<file path="config.mk">
export PLATFORM = sky130hd
export DESIGN_NAME = sqs_queue
export DESIGN_NICKNAME = d
export VERILOG_FILES = /design/src/sprite_quad_setup_top_assert.svh /design/src/sqs_pkg.sv /design/src/sqs_queue.sv
export SDC_FILE = /design/constraint.sdc
export NUM_CORES = 1
export LEC_CHECK = 0
export BUFFER_PORTS_ARGS = -buffer_cell sky130_fd_sc_hd__buf_2
export CORE_MARGIN = 1
export CORE_UTILIZATION = 57
export DETAILED_ROUTE_END_ITERATION = 10
export PLACE_DENSITY_LB_ADDON = 0.25
export SKIP_CTS_REPAIR_TIMING = 1
export SLEW_MARGIN = 20
export SYNTH_ARGS = -nofsm -noshare
export SYNTH_HDL_FRONTEND = slang
export SYNTH_SLANG_ARGS = --single-unit
</file>
<file path="constraint.sdc">
create_clock -name aclk -period 9.6 [get_ports aclk]
set_clock_uncertainty 0.1 [all_clocks]
set_input_delay 0.96 -clock aclk [delete_from_list [all_inputs] [get_ports aclk]]
set_output_delay 0.96 -clock aclk [all_outputs]
set_load 0.05 [all_outputs]
</file>
<file path="src/sprite_quad_setup_top_assert.svh">
// Assertion macros for the sprite quad setup back end.
// Needs a clock named aclk and an active-low reset named aresetn in scope.
`ifndef SPRITE_QUAD_SETUP_TOP_ASSERT_SVH
`define SPRITE_QUAD_SETUP_TOP_ASSERT_SVH

// Consequent must hold in the same cycle as the antecedent.
`define SQS_ASSERT_NOW(label, ante, cons, msg) \
    label: assert property (@(posedge aclk) disable iff (!aresetn) (ante) |-> (cons)) \
        else $error(msg);

// Consequent must hold in the cycle after the antecedent.
`define SQS_ASSERT_NEXT(label, ante, cons, msg) \
    label: assert property (@(posedge aclk) disable iff (!aresetn) (ante) |=> (cons)) \
        else $error(msg);

`endif

</file>
<file path="src/sqs_pkg.sv">
// Shared types, constants and corner tables for the sprite quad setup block.
// No dependencies.
package sqs_pkg;

    localparam int ANGLE_BITS_DEF  = 10;
    localparam int FRAC_BITS_DEF   = 8;
    localparam int QUEUE_DEPTH_DEF = 4;

    // Quarter-turn sine polynomial coefficients, Q1.14.
    localparam logic [14:0] SIN_A = 15'd25736;
    localparam logic [13:0] SIN_B = 14'd10512;
    localparam logic [10:0] SIN_C = 11'd1160;

    typedef enum logic [1:0] {
        MODE_FLAT       = 2'd0,
        MODE_ROT_ASPECT = 2'd1,
        MODE_ROT_DIM    = 2'd2,
        MODE_ROT_FADE   = 2'd3
    } mode_t;

    typedef enum logic [2:0] {
        CFG_NEAR_CLIP = 3'd0,
        CFG_FAR_CLIP  = 3'd1,
        CFG_SCR_W     = 3'd2,
        CFG_SCR_H     = 3'd3,
        CFG_NEAR_SD   = 3'd4,
        CFG_FAR_SD    = 3'd5
    } cfg_idx_t;

    typedef struct packed {
        logic [23:0] near_clip;
        logic [23:0] far_clip;
        logic [12:0] scr_w;
        logic [12:0] scr_h;
        logic [23:0] near_sd;
        logic [23:0] far_sd;
    } cfg_t;

    // One kept sprite on its way from the front end to the vertex emitter.
    typedef struct packed {
        logic [3:0][23:0] xs;
        logic [3:0][23:0] ys;
        logic [23:0]      z;
        logic [23:0]      rz;
        logic [31:0]      rgba;
    } sprite_t;

    typedef struct packed {
        logic [23:0] x;
        logic [23:0] y;
        logic [23:0] sd;
        logic [23:0] cz;
        logic [23:0] rz;
        logic [31:0] rgba;
        logic        u;
        logic        v;
        logic        last;
    } vertex_t;

    // Triangle-list order of the corners: 0,1,2,3,0,2.
    function automatic logic [1:0] corner_of(input logic [2:0] beat);
        logic [1:0] c;
        case (beat)
            3'd0:    c = 2'd0;
            3'd1:    c = 2'd1;
            3'd2:    c = 2'd2;
            3'd3:    c = 2'd3;
            3'd4:    c = 2'd0;
            3'd5:    c = 2'd2;
            default: c = 2'd0;
        endcase
        return c;
    endfunction

    function automatic logic corner_u(input logic [1:0] c);
        return c[1];
    endfunction

    function automatic logic corner_v(input logic [1:0] c);
        return c[1] ^ c[0];
    endfunction

endpackage

</file>
<file path="src/sqs_queue.sv">
// Short queue of kept sprites between the front end and the vertex emitter.
// Depends on sqs_pkg.
module sqs_queue import sqs_pkg::*; #(
    parameter int DEPTH = QUEUE_DEPTH_DEF
) (
    input  logic    aclk,
    input  logic    aresetn,
    input  logic    push,
    input  sprite_t push_data,
    output logic    full,
    input  logic    pop,
    output sprite_t pop_data,
    output logic    empty
);

    localparam int PW = (DEPTH > 1) ? $clog2(DEPTH) : 1;
    localparam int CW = $clog2(DEPTH + 1);

    sprite_t         mem [DEPTH];
    logic [PW-1:0]   wr_ptr_reg, rd_ptr_reg;
    logic [CW-1:0]   count_reg;

    assign full     = (count_reg == CW'(DEPTH));
    assign empty    = (count_reg == '0);
    assign pop_data = mem[rd_ptr_reg];

    always_ff @(posedge aclk) begin
        if (push) begin
            mem[wr_ptr_reg] <= push_data;
        end
    end

    always_ff @(posedge aclk) begin
        if (!aresetn) begin
            wr_ptr_reg <= '0;
            rd_ptr_reg <= '0;
            count_reg  <= '0;
        end else begin
            if (push) begin
                wr_ptr_reg <= (wr_ptr_reg == PW'(DEPTH - 1)) ? '0 : PW'(wr_ptr_reg + 1'b1);
            end
            if (pop) begin
                rd_ptr_reg <= (rd_ptr_reg == PW'(DEPTH - 1)) ? '0 : PW'(rd_ptr_reg + 1'b1);
            end
            if (push && !pop) begin
                count_reg <= CW'(count_reg + 1'b1);
            end else if (pop && !push) begin
                count_reg <= CW'(count_reg - 1'b1);
            end
        end
    end

endmodule

</file>
* After elaboration in Yosys (flattened, before gate mapping)
Memories as Yosys holds them, arrays and structs flattened. A register that Yosys moved wholly into a read port is not among the register bits.
Index checks and enable logic that the tools add are counted.
** Operators by class
- Add/subtract/negate cells :: 4
- Reductions and logical operators :: 6
- Multiplexer cells :: 8
- Eq/ne operators :: 3
** Operators with widths (number)
- $mux 2 :: 4
- $mux 3 :: 2
- $add 2x1->2 const B :: 2
- $eq 2x2->1 const B :: 2
- $add 3x1->3 const B :: 1
- $eq 3x3->1 const B :: 1
- $logic_not 3->1 :: 1
- $sub 3x1->3 const B :: 1
- $logic_and 1x1->1 :: 2
- $logic_not 1->1 :: 2
- $mux 1 :: 2
- $reduce_bool 2->1 :: 1
** Word-level totals
- Memories kept :: 1
- Output and inout port bits :: 274
- Bits of input ports :: 276
- Word-level logic and storage cells :: 25
- Flip-flop bits (word level) :: 7
- Memory bits (writable) :: 1088
** Memories
- mem :: depth 4, width 272, read ports 1, clocked after Yosys merged registers in 1, write ports 1, RTL line sqs_queue.sv:19 : sprite_t mem [DEPTH];

* Longest topological paths before layout
- Depth after elaboration :: 4
- Depth in mapped cells :: 7
- Depth with buffers taken out :: 7

* Worst setup path after synthesis
Ideal clock, no wire load.
- Path type :: input-to-reg
- From :: in push
- To :: mem mem[0][0] (netlist bit) (enable)
- Library setup time :: 0.667 ns
- Stages :: 1
- Path slack :: 1.731 ns
- Data arrival time :: 7.102 ns
- Buffers on the path :: 0
- Cells stage by stage :: and2_1
** On the way
- Word-level cells in the longest chain between the ends :: 2
** RTL lines
- start, declared :: RTL line sqs_queue.sv:8 : input logic push,
- $mux 1 :: RTL line sqs_queue.sv:28 : if (push) begin
- $mux 1 (implied by the code) :: RTL line sqs_queue.sv:29 : mem[wr_ptr_reg] <= push_data;
- end, declared :: RTL line sqs_queue.sv:19
No other way between the ends.

==> impl_metrics.yaml <==
status:
  outcome: "completed"
cts:
  cts_tree: "done"
  h-tree-depth: 3
  cts_buffers: 106
  cts-root-buf: "clkbuf_16"
  cts.clk_slew.worst_paths_ns: 0.06
  clock_sinks: 1097
  clk_latency_ns: 0.63
  ctsLongestPathBuffers: 3
floorplanning:
  die_w_um: 266
  initial_core_util: 0.576
  rows: 96
  die_area_um2: 70500
  core_area_um2: 68700
  chipHeight_um: 266
  io_pins: 550
finish:
  drive_gt1_frac: 0.461
  nNetsFinal: 2363
  postLayoutCoreUtil: 0.682
  fin_cells: 3127
  synthToLayoutAreaGrowth_pct: 18.4
  largest_reg_flops: 1088
setup_path:
  crit_chain: "buf_4 > buf_4 > mux4_2 > buf_2"
  worstPathArrival_ns: 3.94
  r2r-end: "mem[2][100]"
  start_kind: "flop"
  crit_top_cell: "buf_4"
  cp-endpoint: "pop_data[93]"
  crit_type: "flop to primary output"
  critPathMaxStageDelay_ns: 0.96
  crit_fanout: 46
  end_kind: "primary output"
  required_ns: 8.54
  reg2reg_setup_slack_ns: 6.19
  r2r_cells: 5
  timing.rr.start: "wr_ptr_reg[0]"
  crit_slowest_cell: "dfxtp_4"
place:
  dp_hpwl_um: 48000
  place.gp.congestion: 0.809
  dp_cells: 2903
  io_buffers: 549
synth:
  syn_inst: 1464
  ys_async_sr_fraction: 0
  postSynthAreaPerCell_um2: 27.0
  synth_area_um2: 39600
  synthTopCellsByArea: "edfxtp_1 83%, mux4_2 15%, dfxtp_1 0.46%, buf_2 0.40%, buf_6 0.26%"
  synth.most_common_cell: "edfxtp_1"
  synth-seq-cells: 1097
  synthDistinctLibCells: 22
  synth_top_area_share: 0.825
  yosysTopAreaCell: "edfxtp_1"
  synthTopCellsByCount: "1,088 x edfxtp_1, 272 x mux4_2, 32 x buf_2"
  seq_area_frac_synth: 0.830
  synth_edf_count: 1088
  ys_warn_count: 0
  synthFlopType: "edfxtp_1"
  syn_nets: 1747
grt:
  grt_pass1_wl_um: 116000
  grt_max_degree: 146
  antenna_found_initial: 32
  grt.overflow.total: 0
  grt_use_total: 0.227
  grt_pass1_vias: 18500
routing:
  dr.pass1.iters: 5
  wl_per_cell_um: 25.7
  wirelength_um: 80300
  vias_per_cell: 5.69
  num_vias: 17800
  ant_nets: 0
  first_iter_violations: 1247
  drc: 0
pwr:
  totalPowerFinal_w: 0.0109
  power_density_nw_per_um2: 233
  ir_worst_vdd_mv: 0.218
  p_leak_nw: 15.6
timing:
  tns_ns: 0
  worst_slew_pin_slew_ns: 1.13
  relSlewSlack: 0.245
  setup_viol: 0
  maxSlewViolCount: 0
  rsz0062_at_grt: "false"
  min_period_ns: 5.00
  timing.final.crit_share: 0.521
  hold_ws_ns: 0.404
  fmax_mhz: 200
  finalHoldViolCount: 0
worst_hold_path:
  hold_start: "push_data[38]"
  holdPathStages: 1
  hp-class: "input port to flop"
job:
  maxCapViolations: 0
final cells by class:
cell class / count / area [um^2]
antenna: 25 / 62.6
tap: 931 / 1160
multi-input combinational: 303 / 6400
fill: 4268 / 21800
inverter: 4 / 15.0
clock inverter: 78 / 688
clock buffer: 121 / 2730
sequential: 1097 / 32900
timing repair buffer: 568 / 2950
power breakdown:
part / switching [W] / internal [W]
registers: 0.0000642 / 0.00550
logic: 0.000960 / 0.000377
clock network: 0.00170 / 0.00231
layer usage:
metal,global-route usage,part of all wire
met4,0.0741,0.027
met2,0.371,0.51
met5,0,0.0021
met3,0.0875,0.10
met1,0.280,0.36
stage by stage:
stage	area (um^2)	worst slack (ns)
final	46900	4.60
after detailed placement	43400	5.09
after global placement	43400	5.10
after floorplan	39600	1.73
after global routing	46800	4.19
after CTS	46800	4.37
worst max-delay path: cells and delay by family, from the launching register on:
family   cells  cell delay (ns)
buf+inv      3             1.66
flops        1             0.96
mux          1             0.62
worst min path at each step:
| stage | end | slack (ns) |
|---|---|---|
| global route | mem[0][23] | 0.36 |
| finish | mem[3][38] | 0.40 |
| global placement | count_reg[2] | 0.39 |
| detailed placement | flop | 0.46 |
| floorplan | count_reg[2] | 0.37 |
| CTS | mem[0][28] | 0.36 |
cell usage in the layout (no fill, tap or decap), drive strengths merged, types with 2 or more instances in the layout:
| cell type | n |
|---|---|
| diode | 25 |
| bufinv | 10 |
| and2 | 5 |
| clkinvlp | 4 |
| nor3 | 2 |
| inv | 8 |
| ha | 6 |
| buf | 568 |
| edfxtp | 1088 |
| mux2i | 4 |
| dfxtp | 9 |
| nor2b | 5 |
| mux4 | 272 |
| clkinv | 60 |
| clkbuf | 121 |
kinds of logic (layout without fill, tap and decap cells):
family,Yosys count,count (layout),synth area share
flip-flops,1097,1097,0.830
multiplexers,276,276,0.156
buffers and inverters,64,771,0.00879
AND/OR/NAND/NOR,15,15,0.00228
adder cells (fa/ha/maj),7,7,0.00240
AO/OA/AOI/OAI,3,3,0.000506
XOR/XNOR,2,2,0.000443
other,0,25,0
Power figures use the tool's default switching activity.
